`config.mk`:
```
export PLATFORM = sky130hd
export DESIGN_NAME = smpt_ram
export DESIGN_NICKNAME = d
export VERILOG_FILES = /design/src/rtl/core/smpt_ram.sv
export SDC_FILE = /design/constraint.sdc
export NUM_CORES = 1
export LEC_CHECK = 0
export BUFFER_PORTS_ARGS = -buffer_cell sky130_fd_sc_hd__buf_2
export CORE_MARGIN = 2
export CORE_UTILIZATION = 40
export CTS_CLUSTER_SIZE = 8
export DETAILED_ROUTE_END_ITERATION = 10
export HOLD_SLACK_MARGIN = 0.1
export PLACE_DENSITY = 0.58
export RECOVER_POWER = 50
export SETUP_SLACK_MARGIN = 0.1
export SYNTH_ARGS = -nofsm -noshare
export SYNTH_HDL_FRONTEND = slang
export SYNTH_SLANG_ARGS = --single-unit
```
`constraint.sdc`:
```
create_clock -name clk -period 8.1 [get_ports clk]
set_clock_uncertainty 0.15 [all_clocks]
set_input_delay 1.62 -clock clk [delete_from_list [all_inputs] [get_ports clk]]
set_output_delay 1.62 -clock clk [all_outputs]
set_load 0.02 [all_outputs]
```
`src/rtl/core/smpt_ram.sv`:
```
// ----------------------------------------------------------------------------
// smpt_ram
// generic single-write, single-read ram with registered read data
// ----------------------------------------------------------------------------
module smpt_ram #(
  parameter int WIDTH = 32,
  parameter int DEPTH = 32,
  localparam int AW   = $clog2(DEPTH)
) (
  input  logic             clk,
  input  logic             we,
  input  logic [AW-1:0]    waddr,
  input  logic [WIDTH-1:0] wdata,
  input  logic [AW-1:0]    raddr,
  output logic [WIDTH-1:0] rdata
);

  logic [WIDTH-1:0] mem [DEPTH];

  always_ff @(posedge clk) begin
    if (we) begin
      mem[waddr] <= wdata;
    end
    rdata <= mem[raddr];
  end

endmodule

```
## Yosys cells after proc, flatten, opt, wreduce, memory -nomap -nowiden

Memory sizes are Yosys's and may differ from the RTL's. A register that Yosys moved wholly into a read port is not among the register bits.
Cells that the tools add are included.

| storage, ports and cells | value |
|---|---|
| bits in registers | 0 |
| memory bits (writable) | 1024 |
| bits of input ports | 44 |
| output and inout bits | 32 |
| word-level logic and storage cells | 3 |
| memories kept | 1 |

| operators by class | value |
|---|---|
| mux-type cells | 2 |

Memory list:

| memory | words | width | read ports | clocked after Yosys merged registers in | write ports | RTL line | source |
|---|---|---|---|---|---|---|---|
| mem | 32 | 32 | 1 | 1 | 1 | 18 | `logic [WIDTH-1:0] mem [DEPTH];` |

Operators with widths:

| operator | count |
|---|---|
| two-way mux 1 bit | 2 |

## Longest topological paths before layout

| depth | value |
|---|---|
| word-level depth | 2 |
| gate-level depth with buffers | 8 |
| mapped depth without buffers | 5 |

## Worst setup path after synthesis

No wires, ideal clock.

| timing path | value |
|---|---|
| path kind | input port to flip-flop |
| start point | in waddr[1] |
| end point | mem mem[12][0], enable pin |
| library setup time | 0.421 ns |
| data arrival time | 3.633 ns |
| path slack | 3.896 ns |
| stages | 3 |
| cells stage by stage | or3b_2 -> clkbuf_1 -> nor2_1 |

RTL lines:

| item | RTL line | source |
|---|---|---|
| from (decl) | 12 | `input logic [AW-1:0] waddr,` |
| to (decl) | 18 |  |

No word-level cell before the write port.

## Worst setup path after layout

| timing path | value |
|---|---|
| start point | in waddr[1] |
| end point | mem mem[24][24], enable pin |

No word-level cell before the write port.

==> impl_metrics.toml <==
[run_status]
status = "finished, violations left"
violations = "max-capacitance violations, max-slew violations"

[worst_setup_path]
critPathKind = "in -> reg"
cp_max_fo = 27
startpoint_type = "primary input"
path_cells = "clkbuf_1, or3b_1, nor2_1, buf_4"
path_depth = 4
crit_slowest_cell = "nor2_1"
end_kind = "register"
crit_required_ns = 8.30
r2r_end = "rdata[18]$_DFF_P_"
reg2reg_depth = 5
critPathArrivalTime_ns = 3.89
regToRegStartpoint = "mem[3][18]$_DFFE_PP_"
cpPeakStageDelay_ns = 0.70
startpoint = "waddr[1]"
cp-endpoint = "mem[24][24]$_DFFE_PP_"
rrSetupSlack_ns = 6.48
path_buf_inv = 2
critPathTopFamily = "simple AND/OR/NAND/NOR gates"

[clock_network]
cts_tree = "built"
path_clk_slew_ns = 0.05
numCtsBuffers = 149
clockBufferDepth = 3
hold_buffers = 0
ctsResizeCount = 0
clockRootBuffer = "clkbuf_16"
postCtsSetupBuffers = 0
clock_latency_ns = 0.74
cts.sinks = 1056
htreeDepth = 4

[synthesis]
synth_top_family_by_area = "multiplexers"
yosysTopAreaCellShare = 0.7595
ys_seq_area_frac = 0.7754
yosysUniqueCellTypes = 25
synth_top_area_cell = "edfxtp_1"
synth_simple_gate_area_share = 0.03100
ys_ff_latch = 1056
synth_edf_count = 1024
syn_nets = 2304
synth_area_um2 = 40490
syn_avg_cell_area_um2 = 17.91
synth-xor-area-share = 0
netlist_instances = 2260
async_flop_share = 0
synth_compound_area_frac = 0.04846
netlist_top_cells_area = "edfxtp_1, mux2i_1, a22oi_1"
synth_mux_area_frac = 0.1266
synth_top_flop_cell = "edfxtp_1"
synth.most_common_cell = "edfxtp_1"
synth_common_cells = "edfxtp_1, mux2i_1, nand2_1, nand3_1"
synthAdderAreaFrac = 0
synth_warnings = 0

[sta]
setup_violations = 0
rsz0062_at_grt = "false"
min_period_over_period = 0.4550
period_needed_ns = 3.685
hold_viol_final = 0
slew_violations = 99
max_freq_mhz = 271.4
slew_headroom = -0.02183
tightestPinTransition_ns = 1.533
setup_tns_ns = 0

[power_and_ir_drop]
combinationalPowerShare = 0.046
p_int_w = 0.009716
swShare = 0.2148
max-vdd-ir-drop_v = 0.0001851
seqPwrFrac = 0.495
power_density_nw_per_um2 = 265.1
p_leak_nw = 16.11
power_switching_w = 0.002658
clockPowerShare = 0.459

[placed_design]
gp_congestion = 0.7616
io_buffers = 75
dp_hpwl_um = 50330

[finish]
multiInputGateArea_um2 = 8549
fillers = 8450
drive_gt1_frac = 0.1139
fin_nets = 2449
utilization = 0.4660
seq_area_um2 = 31390
flow.area_growth_from_synthesis_pct = 15.28

[drt]
finalWirelength_um = 102800
firstDrtPassIters = 6
drcViolationCount = 0
viasPerCell = 5.554
drtIter0Drc = 1979
wire_per_inst_um = 26.98
ant_nets = 0
num_vias = 21160

[floorplan]
initial_utilization = 0.4043
chipWidth_um = 322.1
die_y_um = 322.1
num_rows = 116
io_pins = 76
fp.dieArea_um2 = 103800
core_area_um2 = 100100

[grt]
grt_max_degree = 130
grt_pass1_vias = 21390
grt_overflow = 0
antenna_found_initial = 8
grt_pass1_wl_um = 147500
grtUsageTotal = 0.1980

[flow_run]
cap_violations = 5

[hold_path]
hold_path_class = "reg -> reg"
worst min-delay path, cell delays in order (launching register included):
cell,delay (ns)
edfxtp_1,0.31
mux2i_1,0.06
nand2_1,0.06
nand3_1,0.06
nand3_1,0.08
power by group through the flow:
| stage | Sequential, W | Combinational (W) | Clock [W] |
|---|---|---|---|
| 2_1_floorplan | 0.00624 | 0.000314 | 0 |
| 3_3_place_gp | 0.00622 | 0.000574 | 0 |
| 3_5_place_dp | 0.00622 | 0.000580 | 0 |
| 4_1_cts | 0.00612 | 0.000581 | 0.00577 |
| 5_1_grt | 0.00612 | 0.000614 | 0.00601 |
| 6_report | 0.00612 | 0.000572 | 0.00568 |
final cells by class:
| type | instances | area share |
|---|---|---|
| Timing Repair Buffer | 121 | 0.01665 |
| Multi-Input combinational cell | 1077 | 0.1832 |
| Clock buffer | 242 | 0.08783 |
| Clock inverter | 14 | 0.004826 |
| Sequential cell | 1056 | 0.6726 |
| Antenna cell | 2 | 0.0001072 |
| Tap cell | 1298 | 0.03480 |
layout by cell type, fill, tap and decap left out, drive strengths merged:
| cell type | count |
|---|---|
| a22oi | 96 |
| and2b | 1 |
| a21oi | 96 |
| nand2 | 98 |
| inv | 7 |
| nand3 | 98 |
| dfxtp | 32 |
| a31oi | 32 |
| or2 | 1 |
| nor2 | 34 |
| edfxtp | 1024 |
| buf | 88 |
| nor2b | 1 |
| mux2i | 512 |
| clkinv | 7 |
| or3 | 1 |
| and2 | 1 |
| diode | 2 |
| nor3 | 32 |
| clkbuf | 275 |
| or3b | 3 |
| a22o | 64 |
| nand2b | 2 |
| nand3b | 5 |
state kept, by name, summed over array words and instances (netlist names):
signal and count:
mem 1024, rdata 32
per-stage QoR:
| step | total power [W] | worst slack (ns) | std cells | area [um^2] | hold WS (ns) |
|---|---|---|---|---|---|
| final | 0.01237 | 4.415 | 3810 | 46670 | 0.4482 |
| after global routing | 0.01274 | 4.282 | 3810 | 46670 | 0.4827 |
| after CTS | 0.01247 | 4.465 | 3808 | 46770 | 0.4554 |
| after detailed placement | 0.006802 | 3.679 | 3552 | 42440 | 0.4423 |
| after global placement | 0.006792 | 3.736 | 3552 | 42440 | 0.4381 |
| after floorplan | 0.006550 | 3.896 | 2260 | 40490 | 0.4029 |
cells by family after synthesis:
logic type | after synthesis
AOI/OAI and AO/OA | 288
muxes | 512
buffers and inverters | 127
and+or+nand+nor | 277
DFF | 1056
how the worst min path moves through the flow:
stage                                      from                end  slack (ns)  depth (start not counted)
after floorplan           mem[16][10]$_DFFE_PP_  rdata[10]$_DFF_P_        0.40                          4
after global routing       mem[10][0]$_DFFE_PP_   rdata[0]$_DFF_P_        0.48                          4
after global placement    mem[26][12]$_DFFE_PP_  rdata[12]$_DFF_P_        0.44                          4
after CTS                  mem[16][4]$_DFFE_PP_   rdata[4]$_DFF_P_        0.46                          4
after detailed placement  mem[16][12]$_DFFE_PP_  rdata[12]$_DFF_P_        0.44                          4
final                      mem[10][5]$_DFFE_PP_   rdata[5]$_DFF_P_        0.45                          4
metal layers:
| layer | global-route usage | share of wire |
|---|---|---|
| met5 | 0 | 0.00064 |
| met1 | 0.2686 | 0.43 |
| met4 | 0.06220 | 0.022 |
| met2 | 0.3232 | 0.48 |
| met3 | 0.03817 | 0.061 |
(Power assumes the default switching activity.)
