`config.mk`:
```
export PLATFORM = sky130hd
export DESIGN_NAME = smpt_front
export DESIGN_NICKNAME = d
export VERILOG_FILES = /design/src/rtl/core/smpt_pkg.sv /design/src/rtl/core/smpt_front.sv
export SDC_FILE = /design/constraint.sdc
export NUM_CORES = 1
export LEC_CHECK = 0
export ABC_AREA = 1
export BUFFER_PORTS_ARGS = -buffer_cell sky130_fd_sc_hd__buf_2
export CORE_AREA = 4 4 41 43
export DETAILED_ROUTE_END_ITERATION = 12
export DIE_AREA = 0 0 45 47
export PLACE_DENSITY_LB_ADDON = 0.1
export SLEW_MARGIN = 20
export SYNTH_ARGS = -nofsm -noshare
export SYNTH_HDL_FRONTEND = slang
export SYNTH_SLANG_ARGS = --single-unit
```
`constraint.sdc`:
```
create_clock -name clk -period 0.94 [get_ports clk]
set_clock_uncertainty 0.05 [all_clocks]
set_input_delay 0.094 -clock clk [delete_from_list [all_inputs] [get_ports clk]]
set_output_delay 0.094 -clock clk [all_outputs]
set_load 0.01 [all_outputs]
```
`src/rtl/core/smpt_pkg.sv`:
```
// ----------------------------------------------------------------------------
// smpt_pkg
// types and constants of the square matrix product block
// ----------------------------------------------------------------------------
package smpt_pkg;

  localparam int ELEM_W    = 32;
  localparam int PROD_W    = 2 * ELEM_W;
  localparam int FRAC_BITS = 28;
  localparam int CFG_IDX_W = 2;

  localparam logic [CFG_IDX_W-1:0] REG_TRANSPOSE_FIRST  = 2'd0;
  localparam logic [CFG_IDX_W-1:0] REG_TRANSPOSE_SECOND = 2'd1;

  localparam logic signed [ELEM_W-1:0] SAT_MAX = 32'sh7fff_ffff;
  localparam logic signed [ELEM_W-1:0] SAT_MIN = 32'sh8000_0000;

  typedef struct packed {
    logic signed [ELEM_W-1:0] b_element;
    logic signed [ELEM_W-1:0] c_element;
  } operands_t;

  typedef struct packed {
    logic signed [ELEM_W-1:0] product_element;
    logic                     last_result;
  } result_t;

  // one loaded matrix pair waiting for the multiply engine
  typedef struct packed {
    logic bank;
    logic transpose_first;
    logic transpose_second;
  } job_t;

endpackage

```
`src/rtl/core/smpt_front.sv`:
```
// ----------------------------------------------------------------------------
// smpt_front
// load side: config registers, element counter, bank select, job push
// ----------------------------------------------------------------------------
module smpt_front #(
  parameter int DIM  = 3,
  localparam int EA  = $clog2(DIM * DIM)
) (
  input  logic                             clk,
  input  logic                             rst,
  input  logic                             start,
  input  logic                             q_full,
  input  logic                             cfg_valid,
  input  logic [smpt_pkg::CFG_IDX_W-1:0]   cfg_index,
  input  logic                             cfg_data,
  output logic                             cfg_ready,
  output logic                             busy,
  output logic                             ld_we,
  output logic [EA:0]                      ld_addr,
  output logic                             push,
  output smpt_pkg::job_t                   push_job
);

  localparam logic [EA-1:0] LAST_SLOT = EA'(DIM * DIM - 1);

  logic          transpose_first;
  logic          transpose_second;
  logic [EA-1:0] load_count;
  logic          wbank;
  logic          accept;

  assign cfg_ready = 1'b1;
  assign busy      = q_full;
  assign accept    = start & ~q_full;
  assign ld_we     = accept;
  assign ld_addr   = {wbank, load_count};
  assign push      = accept && (load_count == LAST_SLOT);

  assign push_job.bank             = wbank;
  assign push_job.transpose_first  = transpose_first;
  assign push_job.transpose_second = transpose_second;

  always_ff @(posedge clk) begin
    if (rst) begin
      transpose_first  <= 1'b0;
      transpose_second <= 1'b0;
    end else if (cfg_valid) begin
      case (cfg_index)
        smpt_pkg::REG_TRANSPOSE_FIRST:  transpose_first  <= cfg_data;
        smpt_pkg::REG_TRANSPOSE_SECOND: transpose_second <= cfg_data;
        default: ;
      endcase
    end
  end

  // banks alternate so the next pair loads while the engine works
  always_ff @(posedge clk) begin
    if (rst) begin
      load_count <= '0;
      wbank      <= 1'b0;
    end else if (accept) begin
      if (load_count == LAST_SLOT) begin
        load_count <= '0;
        wbank      <= ~wbank;
      end else begin
        load_count <= load_count + 1'b1;
      end
    end
  end

endmodule

```
# Yosys cells after proc, flatten, opt, wreduce, memory -nomap -nowiden
# Cells that the tools add are included.
word_totals:
  wordCells: 16
  out_inout_bits: 12
  register_bits: 7
  input_bits: 8
classes:
  n_bitwise: 3
  n_mux: 1
  add_sub_neg: 1
  reduce_logical: 5
  eq_ne: 2
ops:
  columns: ["cell", "n"]
  rows:
  - ["2-bit AND reduction", 3]
  - ["4-bit by 1-bit adder with 4-bit output (second input constant)", 1]
  - ["4-bit equality test (second input constant)", 1]
  - ["4-bit two-way mux", 1]
  - ["2-bit by 1-bit equality test with 1-bit output (second input constant)", 1]
  - ["2-bit logical NOT", 1]
  - ["1-bit inverter", 2]
  - ["1-bit bitwise AND", 1]
  - ["1-bit logical AND", 1]

# Longest topological paths before layout
logic_depth:
  word_depth: 3
  mapped_depth: 8
  mapped_depth_nobuf: 8

# Worst setup path after synthesis
# No wires, ideal clock.
synth_timing:
  path_type: "register to register"
  start: "register load_count[0]"
  end: "register wbank"
  path_buffers: 0
  t_arrival_ns: 0.949
  path_stages_with_launch: 9
  setup_time_ns: 0.113
  period_less_slack_ns: 1.112
  setup_slack_ns: -0.172
  t_required_ns: 0.777
  path_cell_list: "dfxtp_1 -> inv_1 -> ha_1 -> nand2_1 -> nor2_2 -> nand2_4 -> nand2_2 -> nand2_1 -> nor2_1"
synth_via:
  elab_chain_len: 2
synth_lines:
  columns: ["element", "line_no", "source"]
  rows:
  - ["start: declaration", "smpt_front.sv:28", "logic [EA-1:0] load_count;"]
  - ["start signal: assignment", "smpt_front.sv:66", "load_count <= load_count + 1'b1;"]
  - ["4-bit equality test", "smpt_front.sv:62", "if (load_count == LAST_SLOT) begin"]
  - ["2-bit AND reduction (no source line)", null, null]
  - ["end signal: assignment", "smpt_front.sv:64", "wbank <= ~wbank;"]
  - ["end: declaration", "smpt_front.sv:29", "logic wbank;"]
# No other way between the ends.
# A chain may end at the register's enable or synchronous reset.

# Worst setup path in the final report
layout_timing:
  start: "register load_count[1]"
  end: "output push"
layout_via:
  elab_chain_len: 2
layout_lines:
  columns: ["element", "line_no", "source"]
  rows:
  - ["4-bit equality test", "smpt_front.sv:37", "assign push = accept && (load_count == LAST_SLOT);"]
  - ["1-bit logical AND", "smpt_front.sv:37", null]
  - ["end: declaration", "smpt_front.sv:20", "output logic push,"]
# No other way between the ends.

==> flow_metrics.tcl <==
set metrics [dict create \
    status "finished, violations left" \
    failed_checks "negative setup slack" \
    cts.clk_slew.worst_paths_ps 50 \
    hold_class "primary input to flop" \
    synth_largest_area_cell "dfxtp_1" \
    fin_nets 93 \
    synthesis.nets 68 \
    yosysSeqAreaShare_pct 33.8 \
    p_leak_nw 0.334 \
    drt_iter0_markers 3 \
    synth-edff-count 0 \
    slowest_stage "dfxtp_2" \
    grt.total_usage_pct 8.72 \
    drtAntennaViolNets 0 \
    synthTopCellsByArea "dfxtp_1, buf_4, nand2_1" \
    synthArstFlopShare_pct 0 \
    place_congestion 0.704 \
    cts_buffers 3 \
    avgRoutedWirePerCell_um 9.22 \
    post-route-util_pct 49.1 \
    cp_max_fo 2 \
    finalInstanceArea_sq_um 639 \
    grt_pass1_wl_um 1270 \
    setup_violations 8 \
    syn_avg_cell_area_sq_um 7.14 \
    ff2ff_setup_slack_ps -220 \
    core_area_sq_mm 0.00130 \
    syn_area_sq_um 414 \
    end_kind "output pin" \
    timing.setup.tns_ps -1260 \
    vias_per_cell 4.29 \
    dieArea_sq_mm 0.00212 \
    ys_ff_latch 7 \
    clk_latency_ps 250 \
    ys_warn_count 0 \
    netlist.area_leader.share_pct 33.8 \
    power_density_mw_per_mm2 1130 \
    hold_viol 0 \
    syn-instance-count 58 \
    antenna_found_initial 0 \
    fin_cells 97 \
    hpwl_um 679 \
    syn_to_final_growth_pct 54.4 \
    synth.most_common_cell "nand2_1" \
    num_rows 13 \
    routed_wl_um 894 \
    grt_pass1_vias 340 \
    final_max_slew_viol_count 0 \
    firstDrtPassIters 4 \
    vdd_drop_max_uv 870 \
    die_h_um 47 \
    vias 416 \
    die_w_um 45 \
    clockBufferDepth 2 \
    cts.sinks 7 \
    synth_ff_type "dfxtp_1" \
    dp.cells 89 \
    max_stage_delay_ps 320 \
    placed_area_sq_um 510 \
    clock.fmax_mhz 800 \
    gr-total-overflow 0 \
    tritoncts "built" \
    maxCapViolations 0 \
    io_pins 20 \
    grt_setup_unrepaired "true" \
    grt_max_degree 6 \
    cts-root-buf "clkbuf_4" \
    period_needed_ps 1250 \
    cp_data_required_time_ps 800 \
    synth.distinct_cells 18 \
    h-tree-depth 1 \
    port_buffers 18 \
    crit_path_cell_trace "inv_2, ha_4, nand2_4, nor2_4, nand2_4, inv_2, buf_6" \
    critical_path_class "flop to output pin" \
    insertedDiodeCount 0 \
    timing.final.crit_share_pct 133 \
    initial_utilization_pct 31.8 \
    cp.arrival_ps 1110 \
    ys_top_cells_by_count "nand2_1, nor2_1, dfxtp_1" \
    critPathLaunchType "flop" \
    drive_above_1_share_pct 56.1 \
    setup_ws_ps -310 \
    route.detailed.drc 0 \
    power_w 0.000720 \
]
-- state kept, by name, indices dropped and copies added (netlist names) --
signal	count
load_count	4
wbank	1
transpose_second	1
transpose_first	1
-- layout by cell type (no fill, tap or decap) --
cell           instances
buf_4                  5
nor2_1                 8
dfxtp_2                2
clkbuf_1               1
buf_6                  6
nand2_2                2
o21ai_1                1
nor2_4                 1
buf_2                 14
ha_1                   1
inv_1                  2
o21ai_0                1
inv_2                  5
dlygate4sd3_1          1
nand3b_1               1
conb_1                 1
nand3_1                2
clkbuf_4               3
ha_4                   1
dfxtp_4                2
nand2_1               11
a21oi_1                2
nor3_1                 1
o21bai_2               1
a21oi_2                1
nand2_4                3
dfxtp_1                3
-- logic make-up after synthesis --
| family | count (synthesis) | share of synthesized area, % |
|---|---|---|
| buffers and inverters | 13 | 17.2 |
| DFF | 7 | 33.8 |
| adders and majority gates | 2 | 6.04 |
| and+or+nand+nor | 29 | 32.3 |
| AOI/OAI and AO/OA | 6 | 9.67 |
| other | 1 | 0.905 |
-- where the power goes --
part	switching [W]	total, W	leakage, nW	internal [W]
Combinational	0.0000677	0.000140	0.260	0.0000719
Clock	0.000110	0.000272	0.0150	0.000162
Sequential	0.00000616	0.000309	0.0593	0.000303
-- worst max-delay path: cells and delay by family, from the launching register on --
family | cells | cell delay [ps]
AND/OR/NAND/NOR | 3 | 200
buffers and inverters | 3 | 210
adder cells (fa/ha/maj) | 1 | 140
flip-flops | 1 | 320
-- layout make-up --
class | instances | area, sq um
Tap cell | 15 | 18.8
Multi-Input combinational cell | 38 | 233
Fill cell | 139 | 662
Timing Repair Buffer | 26 | 185
Sequential cell | 7 | 150
Clock buffer | 4 | 26.3
Inverter | 7 | 26.3
-- final timing paths --
| path | end | start | cells past startpoint |
|---|---|---|---|
| max | push | load_count[1] | 7 |
| min reg2reg | transpose_first | transpose_first | 2 |
| min | transpose_second | cfg_data | 3 |
| max reg2reg | wbank | load_count[1] | 8 |
-- metrics by stage --
stage	setup slack (ps)	hold WS, ps
floorplan	-107	113
global placement	-114	215
detailed placement	-104	218
CTS	-365	48.1
global route	-364	63.2
finish	-310	58.9
-- layer usage --
| metal | GRT usage [%] | up-vias | part of all wire [%] |
|---|---|---|---|
| li1 | - | 220 | - |
| met1 | 8.72 | 182 | 37 |
| met2 | 15.3 | 14 | 52 |
| met3 | 5.75 | 0 | 11 |
| met4 | 1.75 | 0 | 0 |
| met5 | 0 | - | 0 |
-- what timing repair did --
action,CTS,global route
hold buffers,1,0
setup buffers,2,1
pin swaps,3,3
endpoints found under the setup margin,10,9
endpoints found under the hold margin,1,0
gates resized for setup,8,8
No activity file was read; power rests on OpenSTA's default activity.
