**config.mk**
```make
export PLATFORM = sky130hd
export DESIGN_NAME = smpt_back
export DESIGN_NICKNAME = d
export VERILOG_FILES = /design/src/rtl/core/smpt_pkg.sv /design/src/rtl/core/smpt_back.sv
export SDC_FILE = /design/constraint.sdc
export NUM_CORES = 2
export LEC_CHECK = 0
export BUFFER_PORTS_ARGS = -buffer_cell sky130_fd_sc_hd__buf_2
export CAP_MARGIN = 10
export CORE_MARGIN = 5
export CORE_UTILIZATION = 50
export CTS_CLUSTER_SIZE = 30
export DETAILED_ROUTE_END_ITERATION = 6
export PLACE_DENSITY_LB_ADDON = 0.1
export SLEW_MARGIN = 40
export SYNTH_ARGS = -nofsm -noshare
export SYNTH_HDL_FRONTEND = slang
export SYNTH_SLANG_ARGS = --single-unit
```
**constraint.sdc**
```tcl
create_clock -name clk -period 11.19 [get_ports clk]
set_input_delay 2.238 -clock clk [delete_from_list [all_inputs] [get_ports clk]]
set_output_delay 2.238 -clock clk [all_outputs]
set_load 0.05 [all_outputs]
```
**src/rtl/core/smpt_pkg.sv**
```systemverilog
// ----------------------------------------------------------------------------
// smpt_pkg
// types and constants of the square matrix product block
// ----------------------------------------------------------------------------
package smpt_pkg;

  localparam int ELEM_W    = 32;
  localparam int PROD_W    = 2 * ELEM_W;
  localparam int FRAC_BITS = 28;
  localparam int CFG_IDX_W = 2;

  localparam logic [CFG_IDX_W-1:0] REG_TRANSPOSE_FIRST  = 2'd0;
  localparam logic [CFG_IDX_W-1:0] REG_TRANSPOSE_SECOND = 2'd1;

  localparam logic signed [ELEM_W-1:0] SAT_MAX = 32'sh7fff_ffff;
  localparam logic signed [ELEM_W-1:0] SAT_MIN = 32'sh8000_0000;

  typedef struct packed {
    logic signed [ELEM_W-1:0] b_element;
    logic signed [ELEM_W-1:0] c_element;
  } operands_t;

  typedef struct packed {
    logic signed [ELEM_W-1:0] product_element;
    logic                     last_result;
  } result_t;

  // one loaded matrix pair waiting for the multiply engine
  typedef struct packed {
    logic bank;
    logic transpose_first;
    logic transpose_second;
  } job_t;

endpackage

```
**src/rtl/core/smpt_back.sv**
```systemverilog
// ----------------------------------------------------------------------------
// smpt_back
// multiply engine: i/j/k sequencer, shared multiplier, accumulator, rounding
// ----------------------------------------------------------------------------
module smpt_back #(
  parameter int DIM    = 3,
  localparam int EA    = $clog2(DIM * DIM),
  localparam int CW    = $clog2(DIM),
  localparam int ACC_W = smpt_pkg::PROD_W + $clog2(DIM)
) (
  input  logic                                clk,
  input  logic                                rst,
  input  logic                                job_valid,
  input  smpt_pkg::job_t                      job,
  output logic                                pop,
  output logic [EA:0]                         b_addr,
  output logic [EA:0]                         c_addr,
  input  logic signed [smpt_pkg::ELEM_W-1:0]  b_data,
  input  logic signed [smpt_pkg::ELEM_W-1:0]  c_data,
  output logic                                done,
  output smpt_pkg::result_t                   result
);

  localparam int FB = smpt_pkg::FRAC_BITS;
  localparam logic [CW-1:0] IDX_MAX = CW'(DIM - 1);
  localparam logic [EA-1:0] DIM_E   = EA'(DIM);
  localparam logic signed [ACC_W-1:0] HALF = ACC_W'(1) << (FB - 1);

  logic [CW-1:0] i_cnt, j_cnt, k_cnt;
  logic          k_max, j_max, i_max;
  logic [EA-1:0] b_elem, c_elem;

  logic                                  v1, first1, last1, fin1;
  logic                                  v2, first2, last2, fin2;
  logic signed [smpt_pkg::PROD_W-1:0]    prod2;
  logic signed [ACC_W-1:0]               acc;
  logic                                  v3, fin3;
  logic signed [ACC_W-1:0]               rnd;
  logic                                  ovf;
  logic signed [smpt_pkg::ELEM_W-1:0]    sat_val;

  assign k_max = (k_cnt == IDX_MAX);
  assign j_max = (j_cnt == IDX_MAX);
  assign i_max = (i_cnt == IDX_MAX);
  assign pop   = job_valid & k_max & j_max & i_max;

  always_comb begin
    if (job.transpose_first) begin
      b_elem = EA'(k_cnt) * DIM_E + EA'(i_cnt);
    end else begin
      b_elem = EA'(i_cnt) * DIM_E + EA'(k_cnt);
    end
    if (job.transpose_second) begin
      c_elem = EA'(j_cnt) * DIM_E + EA'(k_cnt);
    end else begin
      c_elem = EA'(k_cnt) * DIM_E + EA'(j_cnt);
    end
  end

  assign b_addr = {job.bank, b_elem};
  assign c_addr = {job.bank, c_elem};

  // k innermost, then j, then i: one multiply-accumulate per cycle while a job is queued
  always_ff @(posedge clk) begin
    if (rst) begin
      i_cnt <= '0;
      j_cnt <= '0;
      k_cnt <= '0;
    end else if (job_valid) begin
      if (k_max) begin
        k_cnt <= '0;
        if (j_max) begin
          j_cnt <= '0;
          i_cnt <= i_max ? '0 : i_cnt + 1'b1;
        end else begin
          j_cnt <= j_cnt + 1'b1;
        end
      end else begin
        k_cnt <= k_cnt + 1'b1;
      end
    end
  end

  // round half up, then clamp to the q4.28 range
  always_comb begin
    rnd = acc + HALF;
    ovf = !((&rnd[ACC_W-1:FB+31]) || !(|rnd[ACC_W-1:FB+31]));
    if (ovf) begin
      sat_val = rnd[ACC_W-1] ? smpt_pkg::SAT_MIN : smpt_pkg::SAT_MAX;
    end else begin
      sat_val = rnd[FB+31:FB];
    end
  end

  always_ff @(posedge clk) begin
    if (rst) begin
      v1   <= 1'b0;
      v2   <= 1'b0;
      v3   <= 1'b0;
      fin3 <= 1'b0;
      done <= 1'b0;
      result <= '0;
    end else begin
      v1   <= job_valid;
      v2   <= v1;
      v3   <= v2 & last2;
      fin3 <= v2 & fin2;
      done <= v3;
      result.last_result     <= v3 & fin3;
      result.product_element <= sat_val;
    end
  end

  always_ff @(posedge clk) begin
    first1 <= (k_cnt == '0);
    last1  <= k_max;
    fin1   <= k_max & j_max & i_max;
    first2 <= first1;
    last2  <= last1;
    fin2   <= fin1;
    prod2  <= b_data * c_data;
    if (v2) begin
      acc <= first2 ? ACC_W'(prod2) : acc + ACC_W'(prod2);
    end
  end

endmodule

```
**After elaboration in Yosys (flattened, before gate mapping)**

Cells that the tools add are included.

- Flip-flop bits (word level): 180
- Word-level logic and storage cells: 57
- Bits of input ports: 70

- Equal/unequal tests: 3
- Multiplexer cells: 8
- $add $sub $neg: 9
- Reductions and logical operators: 7
- Bitwise logic cells: 8
- $mul: 4

Operators with widths:

| cell | number |
|---|---|
| 66-bit by 29-bit adder with 66-bit output (second input constant) | 1 |
| 66-bit by 64-bit adder with 66-bit output | 1 |
| 66-bit two-way mux | 1 |
| 32-bit by 32-bit multiplier with 64-bit output | 1 |
| 32-bit two-way mux | 2 |
| 4-bit by 2-bit adder with 4-bit output | 4 |
| 2-bit by 2-bit multiplier with 4-bit output (second input constant) | 3 |
| 1-bit AND | 8 |
| 4-bit two-way mux | 2 |
| 7-bit AND reduction | 1 |
| 7-bit OR reduction | 1 |
| 2-bit by 1-bit adder with 2-bit output (second input constant) | 3 |
| 2-bit equality test (second input constant) | 3 |
| 2-bit two-way mux | 3 |
| 3-bit AND reduction | 1 |
| 2-bit logical NOT | 1 |
| 2-bit AND reduction | 1 |
| 1-bit logical NOT | 1 |
| 1-bit logical OR | 1 |

**Depth between registers and ports, before layout**

- Depth in word-level cells: 5
- Mapped depth: 30
- Gate-level depth less buffers: 28

**Worst setup path after synthesis**

OpenSTA, ideal clock, no wires.

- Path kind: input port to flip-flop
- Start: input c_data[2] (netlist name)
- End: register prod2[63] (netlist name)
- Data arrival time: 9.347 ns
- Stages: 27
- Path slack: 1.752 ns
- Buffers on the path: 2
- Setup time: 0.091 ns
- Cell sequence: clkbuf_1 > nand2_1 > inv_1 > fa_1 > fa_1 > fa_1 > fa_1 > inv_1 > fa_1 > inv_1 > fa_1 > inv_1 > fa_1 > fa_1 > inv_1 > ha_1 > clkbuf_1 > a21o_1 > a21o_1 > a21oi_1 > o21bai_1 > a21oi_1 > o21bai_1 > a21o_1 > o21ai_0 > nand2_1 > a311oi_1

- Word-level cells in the longest chain between the ends: 1

Ends and longest elaborated chain:

| item | line | RTL |
|---|---|---|
| from (decl) | smpt_back.sv:19 | `input logic signed [smpt_pkg::ELEM_W-1:0] c_data,` |
| 32-bit by 32-bit multiplier with 64-bit output | smpt_back.sv:121 | `prod2 <= b_data * c_data;` |
| to (signal assigned) | smpt_back.sv:121 |  |
| to (decl) | smpt_back.sv:35 | `logic signed [smpt_pkg::PROD_W-1:0] prod2;` |

No other way between the ends.
A chain may end at the register's enable or synchronous reset.

**Worst setup path after layout**

- Start: input c_data[8] (netlist name)
- End: register prod2[59] (netlist name)

The elaborated chain is that of the path after synthesis.

==> results.md <==
- Count of cell types in the netlist: 87
- Dpl cell area: approximately 0.048 mm2
- RSZ-0062 raised after global routing: false
- Number of core rows: around 110
- Area of the die: 0.0996 mm2
- Antenna-violating nets left: 0
- Num CTS Buffers: 17
- Cell count after synthesis: 5,034
- Number of buffers between clock root and the deepest sink: 2
- First-iteration detailed-routing DRC count: between 2,000 and 2,500
- Count of final setup violators: 0
- Layout cells sized above 1: under 10%
- Worst Min Path Start: last1
- Count of flip-flops with a built-in enable after synthesis: 66
- Number of input and output port buffers inserted: 111
- Number of gates resized after CTS: 0
- Antenna violations before repair: 3
- Half-perimeter wire length after placement: around 110,000 um
- Top post-synthesis cells by count: 1,089 x sky130_fd_sc_hd__fa_1, 1,039 x sky130_fd_sc_hd__inv_1, 654 x sky130_fd_sc_hd__nand2_1
- Post-DR vias/cell: 5.36
- Wire length of the first global-routing pass: between 200,000 and 250,000 um
- Final hold vios: 0
- Data arrival time of the critical path: around 10 ns
- Required @ worst endpoint: between 10 and 15 ns
- Vias in the first global route: between 30,000 and 40,000
- Launch point of the critical path: c_data[8]
- Routability congestion estimate from global placement: around 0.94
- Initial standard-cell utilization of the core: between 50% and 60%
- Peak clock frequency supported by timing: about 100 MHz
- Total Wirelength: ~130,000 um
- Slew headroom: 38.7%
- Setup TNS: 0 ns
- Max-capacitance violation count: 0
- Area added between synthesis and finish: 4.94%
- Number of H-tree levels: 4
- CTS Root Cell: sky130_fd_sc_hd__clkbuf_16
- Tightest Pin Transition: 0.919 ns
- I/O pin cnt: 115
- Worst-case register-to-register setup slack: slightly above 7 ns
- Maximum fanout along the worst path: 17
- Startpoint of the lowest-slack register-to-register path: prod2[0]
- Hold-fix buffers at CTS: 0
- Final hold slack: 0.329 ns
- Clock transition at path regs: roughly 0.07 ns
- Critical path endpoint category: flip-flop
- Worst-skew pair later-pin latency: 0.46 ns
- Leading post-synthesis cells by cell area: sky130_fd_sc_hd__fa_1 47%, sky130_fd_sc_hd__inv_1 8.4%, sky130_fd_sc_hd__ha_1 7.2%
- End of the worst register-to-register path: acc[64]
- Total setup buffers inserted after CTS: 0
- Mean routed wirelength per cell: 21.2 um
- Critical Setup Path Class: in -> reg
- Pin count of the biggest net entering global routing: 88
- Total global-route track usage: a little over a quarter
- Fraction of registers with async set or reset after synthesis: 0%
- Capture endpoint of the worst hold path: last2
- Number of synthesized register bits: 180
- Grt ovf: 0
- CP startpoint kind: input port
- Worst clock skew: around 0.014 ns
- Worst reg-to-reg path cell count: 13
- Overall die width: 316 um
- Y dimension of the die: around 320 um
- Library cell with the highest instance count after synthesis: sky130_fd_sc_hd__fa_1
- Summed instance area of the synthesized netlist: between 0.04 and 0.05 mm2
- Net count after synthesis: ~6,500
- Sequential fraction of the synthesis area: a little under a tenth
- Final worst-path cycle share: approximately 89%
- Mean post-synth cell area: ~9.3 um2
- Most used DFF post-synth: sky130_fd_sc_hd__dfxtp_1
- Number of nets at the end of the flow: 6,399
- Class of the most critical hold timing path: reg -> reg
- CTS tree: built
- Top-area cell type share of the netlist area: 46.7%
- Design area: approximately 0.05 mm2
- Synth area leader: sky130_fd_sc_hd__fa_1
- Number of clock sinks: 180
- Total number of vias: 33,500
- DRC viols: 0
- Warning count from the yosys run: 0
- Total count of max-transition violations in the final report: 0
- Core Region: slightly above 0.09 mm2
- Status: completed
- Number of instances on the worst hold path: 0
- Pre-Repair DR Iteration Count: 6
- Final critical delay including setup and external delays: 10.01 ns
[per-layer routing]
| layer | track usage (%) | vias to the layer above | routed length, um | share of wire (%) |
|---|---|---|---|---|
| li1 | - | 15000 | - | - |
| met1 | 38.8 | 17100 | 57700 | 44 |
| met2 | 44.6 | 1123 | 61300 | 46 |
| met3 | 4.89 | 164 | 10500 | 7.9 |
| met4 | 5.87 | 0 | 2950 | 2.2 |
| met5 | 0 | - | 0 | 0 |
[placed cells by master, fill, tap and decap left out, types with 95 or more instances in the layout]
cell,synthesis,final
sky130_fd_sc_hd__a21oi_1,171,171
sky130_fd_sc_hd__and2_1,509,509
sky130_fd_sc_hd__buf_2,6,106
sky130_fd_sc_hd__dfxtp_1,114,112
sky130_fd_sc_hd__fa_1,1089,1089
sky130_fd_sc_hd__ha_1,267,267
sky130_fd_sc_hd__inv_1,1039,1039
sky130_fd_sc_hd__nand2_1,654,653
sky130_fd_sc_hd__nor2_1,108,108
sky130_fd_sc_hd__o21ai_0,132,132
sky130_fd_sc_hd__xnor2_1,95,95
[critical path, cell delays in order]
cell                      delay [ns]
sky130_fd_sc_hd__buf_2          0.35
sky130_fd_sc_hd__buf_4          0.36
sky130_fd_sc_hd__and2_1         0.21
sky130_fd_sc_hd__fa_1           0.42
sky130_fd_sc_hd__fa_1           0.61
sky130_fd_sc_hd__inv_1          0.09
sky130_fd_sc_hd__fa_1           0.52
sky130_fd_sc_hd__fa_1           0.52
sky130_fd_sc_hd__inv_1          0.06
sky130_fd_sc_hd__fa_1           0.58
sky130_fd_sc_hd__fa_1           0.44
sky130_fd_sc_hd__fa_1           0.52
sky130_fd_sc_hd__fa_1           0.42
sky130_fd_sc_hd__ha_1           0.43
sky130_fd_sc_hd__nand4_1        0.20
sky130_fd_sc_hd__nor3_1         0.39
sky130_fd_sc_hd__and2_1         0.20
sky130_fd_sc_hd__and4_1         0.19
sky130_fd_sc_hd__a32o_1         0.21
sky130_fd_sc_hd__o21ai_0        0.23
sky130_fd_sc_hd__o31ai_1        0.32
sky130_fd_sc_hd__a21oi_1        0.21
sky130_fd_sc_hd__o31a_1         0.27
sky130_fd_sc_hd__or3_1          0.34
[layout make-up]
class / instances / area (um2)
Tap cell: 1254 / 1570
Timing Repair Buffer: 181 / 1150
Multi-Input combinational cell: 3552 / 37500
Clock inverter: 14 / 159
Inverter: 1041 / 3910
Clock buffer: 18 / 450
Fill cell: 8782 / 44000
Sequential cell: 180 / 4270
Antenna cell: 3 / 7.51
[sequential cells by signal, summed over array words and instances (netlist names), 2 cells and up]
register  count
prod2        64
i_cnt         2
result       33
j_cnt         2
k_cnt         2
acc          66
[metrics by stage]
step                      setup slack (ns)  instances  util [%]
after global routing                 0.666       6240      52.7
after global placement               0.753       6208      52.0
after detailed placement             0.703       6208      52.0
after CTS                             1.21       6240      52.6
after floorplan                       1.75       5034         -
final                                 1.18       6243      52.7
[logic make-up (layout without fill, tap and decap cells)]
logic type / count (synthesis) / after routing / synth area share, %
and+or+nand+nor: 1473 / 1473 / 15.7
adders and majority gates: 1356 / 1356 / 53.8
buffers and inverters: 1302 / 1254 / 10.6
AOI/OAI and AO/OA: 554 / 554 / 7.47
DFF: 180 / 180 / 9.13
xor gates and xnor gates: 155 / 155 / 2.91
muxes: 14 / 14 / 0.314
other: 0 / 3 / 0
[worst max path at each step]
stage | cells after the start | slack [ns] | end
2_1_floorplan | 27 | 1.75 | prod2[63]
3_3_place_gp | 24 | 0.75 | prod2[59]
3_5_place_dp | 22 | 0.70 | prod2[62]
4_1_cts | 22 | 1.21 | prod2[62]
5_1_grt | 24 | 0.67 | prod2[62]
6_report | 24 | 1.18 | prod2[59]
Power is not shown: default switching activity piles up to over one toggle a cycle in this logic, so the estimate is an artifact.
