## src/rtl/core/smpt_pkg.sv

```systemverilog
// ----------------------------------------------------------------------------
// smpt_pkg
// types and constants of the square matrix product block
// ----------------------------------------------------------------------------
package smpt_pkg;

  localparam int ELEM_W    = 32;
  localparam int PROD_W    = 2 * ELEM_W;
  localparam int FRAC_BITS = 28;
  localparam int CFG_IDX_W = 2;

  localparam logic [CFG_IDX_W-1:0] REG_TRANSPOSE_FIRST  = 2'd0;
  localparam logic [CFG_IDX_W-1:0] REG_TRANSPOSE_SECOND = 2'd1;

  localparam logic signed [ELEM_W-1:0] SAT_MAX = 32'sh7fff_ffff;
  localparam logic signed [ELEM_W-1:0] SAT_MIN = 32'sh8000_0000;

  typedef struct packed {
    logic signed [ELEM_W-1:0] b_element;
    logic signed [ELEM_W-1:0] c_element;
  } operands_t;

  typedef struct packed {
    logic signed [ELEM_W-1:0] product_element;
    logic                     last_result;
  } result_t;

  // one loaded matrix pair waiting for the multiply engine
  typedef struct packed {
    logic bank;
    logic transpose_first;
    logic transpose_second;
  } job_t;

endpackage

```

## src/rtl/core/smpt_queue.sv

```systemverilog
// ----------------------------------------------------------------------------
// smpt_queue
// two-entry job queue between load side and multiply engine
// ----------------------------------------------------------------------------
module smpt_queue (
  input  logic           clk,
  input  logic           rst,
  input  logic           push,
  input  smpt_pkg::job_t push_job,
  input  logic           pop,
  output logic           full,
  output logic           empty,
  output smpt_pkg::job_t head
);

  smpt_pkg::job_t entry [2];
  logic           wptr;
  logic           rptr;
  logic [1:0]     count;

  assign full  = (count == 2'd2);
  assign empty = (count == 2'd0);
  assign head  = entry[rptr];

  always_ff @(posedge clk) begin
    if (push) begin
      entry[wptr] <= push_job;
    end
  end

  always_ff @(posedge clk) begin
    if (rst) begin
      wptr  <= 1'b0;
      rptr  <= 1'b0;
      count <= 2'd0;
    end else begin
      if (push) begin
        wptr <= ~wptr;
      end
      if (pop) begin
        rptr <= ~rptr;
      end
      case ({push, pop})
        2'b10:   count <= count + 2'd1;
        2'b01:   count <= count - 2'd1;
        default: count <= count;
      endcase
    end
  end

endmodule

```

## config.mk

```make
export PLATFORM = sky130hd
export DESIGN_NAME = smpt_queue
export DESIGN_NICKNAME = d
export VERILOG_FILES = /design/src/rtl/core/smpt_pkg.sv /design/src/rtl/core/smpt_queue.sv
export SDC_FILE = /design/constraint.sdc
export NUM_CORES = 1
export LEC_CHECK = 0
export BUFFER_PORTS_ARGS = -buffer_cell sky130_fd_sc_hd__buf_4
export CAP_MARGIN = 20
export CORE_AREA = 2 2 39 41
export DETAILED_ROUTE_END_ITERATION = 12
export DIE_AREA = 0 0 41 43
export GPL_ROUTABILITY_DRIVEN = 0
export PLACE_DENSITY = 0.49
export SYNTH_ARGS = -nofsm -noshare
export SYNTH_HDL_FRONTEND = slang
export SYNTH_SLANG_ARGS = --single-unit
```

## constraint.sdc

```tcl
create_clock -name clk -period 2.5 [get_ports clk]
set_clock_uncertainty 0.15 [all_clocks]
set_input_delay 0.25 -clock clk [delete_from_list [all_inputs] [get_ports clk]]
set_output_delay 0.25 -clock clk [all_outputs]
set_load 0.01 [all_outputs]
```

== Yosys cells after proc, flatten, opt, wreduce, memory -nomap -nowiden ==
Memories as Yosys holds them, arrays and structs flattened. A register that Yosys moved wholly into a read port is not among the register bits.
Index checks and enable logic that the tools add are counted.

* Output and inout bits: 5
* Register bits: 4
* Memories kept: 1
* Logic and storage cells: 18
* Memory bits (writable): 6

* Equality and inequality tests: 3
* Mux-type cells: 5
* Reductions and logical operators: 2
* Bitwise gates (word level): 2
* Add/subtract/negate cells: 2

{| class="wikitable"
|+ Memories
! name !! words !! width !! read ports !! clocked after memory_dff !! wr ports !! RTL line !! text
|-
| entry || 2 || 3 || 1 || 1 || 1 || smpt_queue.sv:16 || <nowiki>smpt_pkg::job_t entry [2];</nowiki>
|}

{| class="wikitable"
|+ Operators by type and width
! cell !! number
|-
| == test 2 bit (second input constant) || 2
|-
| 2-to-1 mux 1 bit || 4
|-
| one-hot mux 2 bit (2 select lines) || 1
|-
| adder 2 x 1 -> 2 bit (second input constant) || 1
|-
| == test 2 x 1 -> 1 bit (second input constant) || 1
|-
| logical NOT 2 bit || 1
|-
| NOT 1 bit || 2
|-
| nonzero test 2 bit || 1
|-
| subtractor 2 x 1 -> 2 bit (second input constant) || 1
|}

== Logic depth before layout (Yosys ltp) ==
Gate-level depths: netlist of run 1.

* Word-level depth: 3
* Mapped depth: 5

== Least setup slack after synthesis of run 1 ==
Ideal clock, no wire load.

* Kind: input -> register
* Start: input push
* End: register count[1]
* Path buffers: 0
* Stages: 4
* Arrival: 1.074 ns
* Slack: 1.207 ns
* Cells stage by stage: inv_1 -> ha_1 -> or3_1 -> a21oi_1

* Longest elaborated chain between the ends: 2

{| class="wikitable"
|+ Ends and longest elaborated chain
! item !! RTL line !! text
|-
| from (decl) || smpt_queue.sv:8 || <nowiki>input logic push,</nowiki>
|-
| == test 2 x 1 -> 1 bit or == test 2 bit (tied branches) || smpt_queue.sv:43 || <nowiki>case ({push, pop})</nowiki>
|-
| one-hot mux 2 bit (2 select lines) or nonzero test 2 bit (tied branches) || -- ||
|-
| to (signal assigned) || smpt_queue.sv:44 || <nowiki>2'b10: count <= count + 2'd1;</nowiki>
|-
| to (signal assigned) || smpt_queue.sv:45 || <nowiki>2'b01: count <= count - 2'd1;</nowiki>
|-
| to (signal assigned) || smpt_queue.sv:46 || <nowiki>default: count <= count;</nowiki>
|-
| to (decl) || smpt_queue.sv:19 || <nowiki>logic [1:0] count;</nowiki>
|}

Parallel ways exist; a longest one is shown, timed or not.
A chain may end at the register's enable or synchronous reset.

==> results of run 1 <==
routing by layer:
| layer | vias up | part of all wire [%] | wire length (um) | track usage (%) |
|---|---|---|---|---|
| li1 | 136 | - | - | - |
| met1 | 112 | 40 | 256 | 8.75 |
| met2 | 9 | 49 | 318 | 13.4 |
| met3 | 2 | 9.5 | 61 | 3.66 |
| met4 | 0 | 1.2 | 8 | 8.00 |
| met5 | - | 0 | 0 | 0 |
power groups by stage:
stage	combinational, uW	clock (uW)	sequential, uW
final	66.4	114	217
after global routing	74.0	130	219
after CTS	67.8	120	217
after detailed placement	67.1	0	221
after global placement	65.1	0	220
after floorplan	37.6	0	219
worst max-delay path: stages (launching register included):
cell,delay [ns]
dfxtp_1,0.38
mux2_2,0.35
buf_4,0.14
registers in the layout, summed over array words and instances, names as in the netlist, named ones only:
signal and flops:
entry 6, count 2, rptr 1, wptr 1
final cells by class:
cell class / instances / area share (%)
repair buffers: 11 / 15.1
well taps: 16 / 3.65
multi-input cells: 19 / 24.7
inverters: 1 / 0.685
flip-flops and latches: 11 / 51.1
clock buffers: 4 / 4.79
stage by stage:
stage / instance area (um^2) / hold slack (ns) / setup WS (ns)
3_5_place_dp: 522 / 0.288 / 1.03
4_1_cts: 548 / 0.0149 / 0.955
3_3_place_gp: 522 / 0.287 / 1.08
2_1_floorplan: 419 / 0.169 / 1.21
5_1_grt: 548 / 0.0114 / 0.916
6_report: 548 / 0.0231 / 0.977
cells by family (layout without fill, tap and decap cells):
group	count (synthesis)	count (layout)
AOI/OAI and AO/OA	2	2
xor gates and xnor gates	4	4
adders and majority gates	1	1
buffers and inverters	1	16
DFF	11	11
muxes	3	3
and+or+nand+nor	9	9
cells in the final DEF, fill, tap and decap left out, types with 3 or more instances in the layout:
master | netlist | final
clkbuf_4 | 0 | 3
edfxtp_1 | 6 | 6
nor2_1 | 6 | 6
buf_4 | 0 | 11
xnor2_1 | 3 | 3
dfxtp_1 | 5 | 5
mux2_2 | 3 | 3
worst min path at each step:
stage	slack [ns]	cells past startpoint	startpoint	end
floorplan	0.17	1	rst	count[1]
CTS	0.01	1	push_job[1]	entry[0][1]
finish	0.02	1	push_job[1]	entry[0][1]
global route	0.01	1	push_job[2]	entry[0][2]
global placement	0.29	1	push_job[1]	entry[1][1]
detailed placement	0.29	1	push_job[1]	entry[1][1]
==> run summary, run 1 <==
Status -> complete, no violations
Mapped cell area -> 419 um^2
Congestion Overflow GR -> 0
Maximum clock path buffer count -> 2
Vias in the first global route -> 236
Clock power share -> 28.7%
Max Cap Viol -> 0
Area share of and/or/nand/nor cells after synthesis -> 10.4%
Initial antenna violation count -> 0
Logic pwr share -> 16.7%
Clock latency on the worst-skew pair -> 0.26 ns
Worst R2R Start -> count[0]
CP Launch Type -> flip-flop
Yosys warnings -> 0
Final setup fails -> 0
Seq. cell area -> 280 um^2
Final setup TNS -> 0 ns
Clock root cell -> clkbuf_4
Top-area cell type share of the netlist area -> 43.0%
Worst Hold Class -> input port to flip-flop
Post-synth top area cell -> edfxtp_1
Post-route insts no fill -> 62
Worst Setup EP -> head[0]
Residual DRC -> 0
Final core utilization -> 39.6%
Post-synth ARST share -> 0%
Starting density of the core -> 30.3%
Critical Path Sink Type -> output port
Num rows -> 14
Die footprint -> 0.00176 mm^2
Leak -> 0.000224 uW
CTS tree -> done
Synth Flop Type -> edfxtp_1
Critical Path AT -> 1.12 ns
R2R Setup Slk -> 1.34 ns
DP HPWL -> 498 um
Slew Limit Fails -> 0
Number of library cell types mapped by synthesis -> 13
Cells after synthesis -> 31
Final ANT Viol Nets -> 0
Setup repair bufs after CTS -> 0
Layout fillers -> 144
VDD IR max -> 281 uV
Port Buffers -> 11
Multiplexer share of the synthesized area -> 8.06%
Total CTS buffers -> 3
Max Freq -> 657 MHz
Compound-Gate Fraction of Synth Area -> 2.39%
First-pass GRT wire length -> 979 um
Int Power -> 307 uW
IO Pins -> 12
Power Dens Cells -> 725 mW/mm^2
PnR Total Power -> 397 uW
Inserted Diodes -> 0
Pin count of the biggest net entering global routing -> 7
Xor/xnor share of the synthesized area -> 8.36%
Synth cell count leaders -> 6 x edfxtp_1, 6 x nor2_1, 5 x dfxtp_1, 3 x mux2_2, 3 x xnor2_1
Worst Path Required -> 2.10 ns
Hold_buf cts -> 0
Fin crit period -> 1.52 ns
Core Box Area -> 0.00138 mm^2
Vias/cell -> 4.18
Die height -> 43 um
PostCTS Resize Cnt -> 0
WS Path Type -> flip-flop to output port
Max_slew headroom -> 82.6%
Switching Fraction -> 22.6%
Nets -> 55
Largest fanout on the critical path -> 3
Largest family of logic cells by synthesized area -> simple AND/OR/NAND/NOR gates
H-tree levels -> 1
1st-pass router iterations -> 2
Worst R2R End -> count[1]
Vias -> 259
Syn_nets -> 39
Fraction of layout cells with a size suffix above 1 -> 39.1%
Clock Sink Count -> 11
GRT Util Overall -> 8.96%
Post-synthesis adder-cell area fraction -> 2.99%
Final-report hold violation count -> 0
Drt wl/cell -> 10.4 um
Actual slew at the worst max-slew pin -> 0.260 ns
Die span in x -> 41 um
Top cells by area, synth -> edfxtp_1 43%, dfxtp_1 24%, mux2_2 8.1%
Seq pwr share -> 54.6%
# placed instances -> 58
Worst R2R Path Depth -> 3
Syn avg cell area -> 13.5 um^2
RSZ-0062 raised after global routing -> false
Sequential-to-total area share from yosys stat -> 66.9%
Sw power -> 89.9 uW
Post-route clock period utilization -> 60.9%
Area added between synthesis and finish -> 30.7%
Number of synthesized flops with an enable pin -> 6
Clk slew on worst S/H paths -> 0.06 ns
Area of the multi-input gates -> 135 um^2
Final wirelength -> 644 um
1st-iter DRT viols -> 1
Yosys reg bits -> 11
Power figures use the tool's default switching activity.
==> run 2: changes to the inputs <==
- ABC_AREA: not set -> 1
- PLACE_DENSITY: 0.49 -> 0.52
- clock period: 2.5 -> 1.2 ns (I/O delays scaled with it)
==> run 2 against run 1 <==
Compared with the run above:
- the run now ends with setup timing left
- sequential power up 110%
- first-iteration DRC count unchanged
- sequential share of layout area down 7.7 points
- synthesized area up 4.8%
- global-route usage up 1.3 points
- flip-flop and latch count unchanged
- clock power up 120%
- power up 110%
- register-to-register slack worse by 1.2 ns
- critical path type unchanged
- largest cell class unchanged
- highest routed layer is now met3
==> run summary, run 2 <==
Final setup fails -> 3 (+3)
Final setup TNS -> -0.409 ns (-0.409 ns)
Fraction of layout cells with a size suffix above 1 -> 31.7% (-7.4 points)
GRT Util Overall -> 10.3% (+1.3 points)
CTS tree -> done
Worst R2R Start -> wptr
PnR Total Power -> 852 uW (+110%)
Inserted Diodes -> 0 (unchanged)
Syn avg cell area -> 10.5 um^2 (-23%)
Worst Path Required -> 0.93 ns (-1.17 ns)
RSZ-0062 raised after global routing -> true
Area added between synthesis and finish -> 49.6%
Clock Sink Count -> 11 (unchanged)
Setup repair bufs after CTS -> 0 (unchanged)
Pin count of the biggest net entering global routing -> 8 (+1)
Number of synthesized flops with an enable pin -> 6 (unchanged)
Yosys warnings -> 0 (unchanged)
Max Freq -> 747 MHz
VDD IR max -> 539 uV (+91%)
Core Box Area -> 0.00138 mm^2 (unchanged)
Slew Limit Fails -> 0 (unchanged)
Vias/cell -> 4.11 (-1.5%)
Mapped cell area -> 439 um^2 (+4.8%)
1st-pass router iterations -> 3 (+1)
Layout fillers -> 142 (-1.4%)
Worst R2R Path Depth -> 1 (-2)
Worst R2R End -> entry[0][0]
Crit path max-delay cell type -> dfxtp_4
Drt wl/cell -> 9.49 um (-8.6%)
WS Path Type -> flip-flop to output port
Initial antenna violation count -> 0 (unchanged)
Die span in x -> 41 um (unchanged)
Clk slew on worst S/H paths -> 0.07 ns (about the same)
Congestion Overflow GR -> 0 (unchanged)
Final wirelength -> 750 um (+16%)
Vias in the first global route -> 315 (+33%)
Commonest non-fill, non-tap cell in the layout -> nor2_1
Max Cap Viol -> 0 (unchanged)
Largest fanout on the critical path -> 3 (unchanged)
Maximum clock path buffer count -> 2 (unchanged)
Starting density of the core -> 31.7% (+1.4 points)
DP HPWL -> 527 um (+5.9%)
Post-route clock period utilization -> 112%
Total CTS buffers -> 3 (unchanged)
Yosys reg bits -> 11 (unchanged)
Clock root cell -> clkbuf_4
Num rows -> 14 (unchanged)
Nets -> 72 (+31%)
IO Pins -> 12 (unchanged)
# placed instances -> 69 (+19%)
Placed Area -> 542 um^2 (+3.8%)
Hold WS -> 0.0702 ns (+0.0471 ns)
Synth cell count leaders -> 10 x nor2_1, 7 x inv_1, 6 x edfxtp_1, 5 x dfxtp_1, 5 x nand2_1
Post-synth top area cell -> edfxtp_1
Critical Path AT -> 1.07 ns (-0.05 ns)
CP Launch Type -> flip-flop
Port Buffers -> 11 (unchanged)
Cells after synthesis -> 42 (+35%)
Top Registers -> entry (6), count (2)
Synth Flop Type -> edfxtp_1
Syn_nets -> 50 (+28%)
1st-iter DRT viols -> 1 (unchanged)
Fin crit period -> 1.34 ns
Leak -> 0.000301 uW (+34%)
Status -> finished with violations
Final ANT Viol Nets -> 0 (unchanged)
Violated checks -> setup timing
Largest Register -> entry
Max FFs per register -> 6 (unchanged)
Actual slew at the worst max-slew pin -> 0.279 ns (+0.0182 ns)
Critical-path cell list -> mux2_4 > buf_6
Worst Hold Class -> input port to flip-flop
Most frequent cells in the layout -> 10 x nor2_1, 8 x buf_4, 7 x inv_1
Final-report hold violation count -> 0 (unchanged)
Vias -> 325 (+25%)
Residual DRC -> 0 (unchanged)
Worst Hold Depth -> 4 (+3)
R2R Setup Slk -> 0.15 ns (-1.19 ns)
Min-Delay Startpoint -> push
Sequential-to-total area share from yosys stat -> 63.8% (-3.0 points)
H-tree levels -> 1 (unchanged)
Worst Slack Setup Final -> -0.139 ns (-1.12 ns)
Top-area cell type share of the netlist area -> 41.0% (-2.0 points)
Top cells by area, synth -> edfxtp_1 41%, dfxtp_1 23%, nor2_1 8.5%
Max incr delay on CP -> 0.38 ns (about the same)
Die footprint -> 0.00176 mm^2 (unchanged)
First-pass GRT wire length -> 1240 um (+27%)
Worst Setup EP -> head[0]
Post-route insts no fill -> 79 (+27%)
Most common cell in the netlist -> nor2_1
Die height -> 43 um (unchanged)
Critical Path Sink Type -> output port
Number of library cell types mapped by synthesis -> 12 (-1)
Max_slew headroom -> 81.4% (-1.2 points)
Clock latency on the worst-skew pair -> 0.27 ns (about the same)
Post-synth ARST share -> 0% (unchanged)
Design area -> 657 um^2 (+20%)
Power Dens Cells -> 1300 mW/mm^2 (+79%)
==> run 2: cell types whose count changed in the layout (fill, tap and decap cells not counted), sizes merged, moves of 2 or more <==
cell / before / now
nand2: 0 / 5
inv: 1 / 7
dlygate4sd3: 0 / 6
nor2: 6 / 10
xnor2: 3 / 1
==> run 2: layout make-up <==
| class | instances | area, um^2 | share of cell area (%) |
|---|---|---|---|
| clock buffer | 3 | 22.5 | 3.43 |
| clock inverter | 1 | 5.00 | 0.762 |
| inverter | 7 | 26.3 | 4.00 |
| multi-input combinational | 24 | 144 | 21.9 |
| sequential | 11 | 285 | 43.4 |
| tap | 16 | 20.0 | 3.05 |
| timing repair buffer | 17 | 154 | 23.4 |
==> run 2: metrics by stage <==
stage,worst slack [ns],utilization (%)
after detailed placement,0.0585,39.2
after CTS,-0.155,47.4
after global routing,-0.183,47.5
after global placement,0.0684,39.2
final,-0.139,47.5
after floorplan,0.229,-
==> run 2: cell families (layout without fill, tap and decap cells) <==
family,after synthesis,after routing,synth area share (%)
AND/OR/NAND/NOR,17,17,15.4
buffers and inverters,7,28,5.98
flip-flops,11,11,63.8
XOR/XNOR,1,1,1.99
adder cells (fa/ha/maj),1,1,2.85
multiplexers,3,3,7.69
AO/OA/AOI/OAI,2,2,2.28
==> run 2: how the worst min path moves through the flow <==
stage	to
after floorplan	flip-flop
after global placement	entry[1][0]
after detailed placement	entry[1][0]
after CTS	wptr
after global routing	wptr
final	wptr
==> run 2: power by group <==
group	leakage [uW]	internal [uW]	switching, uW
sequential	0.0000988	428	20.6
combinational	0.000185	91.4	60.9
clock	0.0000177	123	129
total	0.000301	642	210
==> run 2: critical path: cells and delay by family, from the launching register on <==
family / cells / cell delay (ns)
multiplexers: 1 / 0.30
flip-flops: 1 / 0.38
buffers and inverters: 1 / 0.12
==> run 2: timing repair <==
action	4_1_cts	5_1_grt
gates resized for setup	8	1
endpoints found under the hold margin	11	0
hold buffers	6	0
setup endpoints to repair	3	5
==> run 2: metal layers <==
| metal | vias up | track usage (%) | wire (um) |
|---|---|---|---|
| met4 | 0 | 4.00 | 0 |
| met5 | - | 0 | 0 |
| met1 | 141 | 12.5 | 317 |
| li1 | 175 | - | - |
| met3 | 0 | 3.14 | 41 |
| met2 | 9 | 16.3 | 390 |
==> run 3: changes to the inputs <==
- CELL_PAD_IN_SITES_DETAIL_PLACEMENT: not set -> 1
- CELL_PAD_IN_SITES_GLOBAL_PLACEMENT: not set -> 1
- CORE_AREA: 2 2 39 41 -> not set
- CORE_MARGIN: not set -> 2
- CORE_UTILIZATION: not set -> 32
- DIE_AREA: 0 0 41 43 -> not set
- PLACE_DENSITY: 0.52 -> 0.65
==> run 3 against run 2 <==
Compared with the run above:
- the run still ends with setup timing left
- combinational power hardly changed
- global-route usage grew 2.7 points
- register-to-register slack about the same
- sequential power about the same
- flip-flop and latch count unchanged
- cell count fell by 2.5%
- first-iteration DRC count rose to 6.0 times the previous value
- critical path type unchanged
- largest cell class unchanged
- largest power group unchanged
==> run summary, run 3 (synthesized netlist as in run 2, its figures left out) <==
Status -> finished with violations
Violated checks -> setup timing
Final ANT Viol Nets -> 0 (unchanged)
Top Registers -> entry (6), count (2)
Critical Path Sink Type -> output port
R2R Setup Slk -> 0.14 ns (about the same)
Max Freq -> 758 MHz (+1.4%)
Clock Sink Count -> 11 (unchanged)
Logic pwr share -> 18.0% (about the same)
Worst Hold Class -> input port to flip-flop
Die span in x -> 41.0 um (+0.11%)
First-pass GRT wire length -> 1320 um (+6.0%)
Placed Area -> 541 um^2 (-0.23%)
Vias/cell -> 4.42 (+7.3%)
Critical Path AT -> 1.05 ns (-0.02 ns)
Final setup fails -> 3 (unchanged)
Crit path max-delay cell type -> dfxtp_4
Pre-CTS setup slack -> 0.0520 ns (-0.00659 ns)
Die footprint -> 0.00168 mm^2 (-4.4%)
IO Pins -> 12 (unchanged)
Final-report hold violation count -> 0 (unchanged)
CP Launch Type -> flip-flop
Initial antenna violation count -> 0 (unchanged)
Vias -> 340 (+4.6%)
Maximum clock path buffer count -> 2 (unchanged)
Vias in the first global route -> 348 (+10%)
Int Power -> 646 uW (+0.64%)
Final wirelength -> 863 um (+15%)
Largest delay share family, worst path -> flip-flops
Drt wl/cell -> 11.2 um (+18%)
Num rows -> 13 (-1)
Starting density of the core -> 34.2% (+2.4 points)
Fraction of layout cells with a size suffix above 1 -> 32.3% (+0.51 points)
Fin crit period -> 1.32 ns (-0.0186 ns)
CP bufs+invs -> 1 (unchanged)
DP HPWL -> 667 um (+27%)
Sw power -> 200 uW (-4.9%)
Critical-path cell list -> mux2_4 > buf_6
Seq pwr share -> 53.2% (+0.6 points)
VDD IR max -> 575 uV (+6.7%)
Largest fanout on the critical path -> 3 (unchanged)
Actual slew at the worst max-slew pin -> 0.284 ns (+0.00572 ns)
Clock root cell -> clkbuf_4
Congestion Overflow GR -> 0 (unchanged)
Max Cap Viol -> 0 (unchanged)
Met2 WL -> 476 um (+22%)
Post-route insts no fill -> 77 (-2.5%)
Met3 WL -> 35 um (-15%)
Max FFs per register -> 6 (unchanged)
WS Path Type -> flip-flop to output port
Commonest non-fill, non-tap cell in the layout -> nor2_1
Pin count of the biggest net entering global routing -> 8 (unchanged)
Nets -> 71 (-1.4%)
Top layer in use -> met4
Switching Fraction -> 23.6% (-1.0 points)
Core Box Area -> 0.00128 mm^2 (-7.1%)
Clk slew on worst S/H paths -> 0.07 ns (about the same)
Worst Slack Setup Final -> -0.120 ns (+0.0186 ns)
Most frequent cells in the layout -> 10 x nor2_1, 8 x buf_4, 7 x inv_1
# placed instances -> 68 (-1.4%)
RSZ-0062 raised after global routing -> true
Slew Limit Fails -> 0 (unchanged)
Clock latency on the worst-skew pair -> 0.26 ns (about the same)
Largest Register -> entry
Port Buffers -> 11 (unchanged)
1st-pass router iterations -> 3 (unchanged)
Max incr delay on CP -> 0.37 ns (about the same)
Metal1 wirelength -> 344 um (+8.5%)
Post-route clock period utilization -> 110% (-1.5 points)
PnR Total Power -> 846 uW (-0.72%)
Worst Path Required -> 0.93 ns (about the same)
H-tree levels -> 1 (unchanged)
Clock power share -> 28.7% (-0.9 points)
1st-iter DRT viols -> 6 (+5)
Power Dens Cells -> 1310 mW/mm^2 (+1.0%)
Die height -> 41.0 um (-4.5%)
Inserted Diodes -> 0 (unchanged)
Design area -> 646 um^2 (-1.7%)
Final setup TNS -> -0.358 ns (+0.0501 ns)
Total CTS buffers -> 3 (unchanged)
Residual DRC -> 0 (unchanged)
CTS tree -> done
Max_slew headroom -> 81.0% (-0.38 points)
GRT Util Overall -> 13.0% (+2.7 points)
Area added between synthesis and finish -> 47.0%
Leak -> 0.000295 uW (-2.2%)
-- run 3: final cells by class --
| class | instances | area [um^2] |
|---|---|---|
| Clock buffer | 4 | 26.3 |
| Fill cell | 142 | 639 |
| Inverter | 7 | 26.3 |
| Multi-Input combinational cell | 24 | 144 |
| Sequential cell | 11 | 287 |
| Tap cell | 15 | 18.8 |
| Timing Repair Buffer | 16 | 144 |
-- run 3: final timing paths --
check	start	endpoint	cells past startpoint
max	flip-flop	head[2]	2
max reg2reg	wptr	entry[0][0]	1
min	push	wptr	3
min reg2reg	count[0]	count[0]	1
-- run 3: layer usage --
metal / vias to the layer above / track usage (%)
met5: - / 0
met2: 6 / 23.8
met4: 0 / 7.50
met1: 159 / 11.9
li1: 173 / -
met3: 2 / 4.89
-- run 3: tightest hold or removal path, cell delays in order --
cell and delay (ns):
buf_4 0.12, nor2_1 0.09, nor3_1 0.06
-- run 3: per-stage QoR --
stage	util (%)	hold WS, ns
CTS	50.1	0.0248
global route	50.2	0.0235
global placement	42.1	0.155
floorplan	-	0.0424
finish	50.2	0.0223
detailed placement	42.1	0.162
-- run 3: timing repair --
action | 4_1_cts | 5_1_grt
setup buffers | 0 | 0
setup endpoints to repair | 4 | 4
hold buffers | 5 | 0
gates resized for setup | 9 | 1
hold endpoints to repair | 11 | 0
-- run 3: power groups by stage --
stage | registers (uW) | logic, uW | clock network (uW)
after floorplan | 449 | 68.9 | 0
after global placement | 454 | 122 | 0
after detailed placement | 456 | 127 | 0
after CTS | 450 | 154 | 251
after global routing | 455 | 169 | 270
final | 451 | 152 | 243
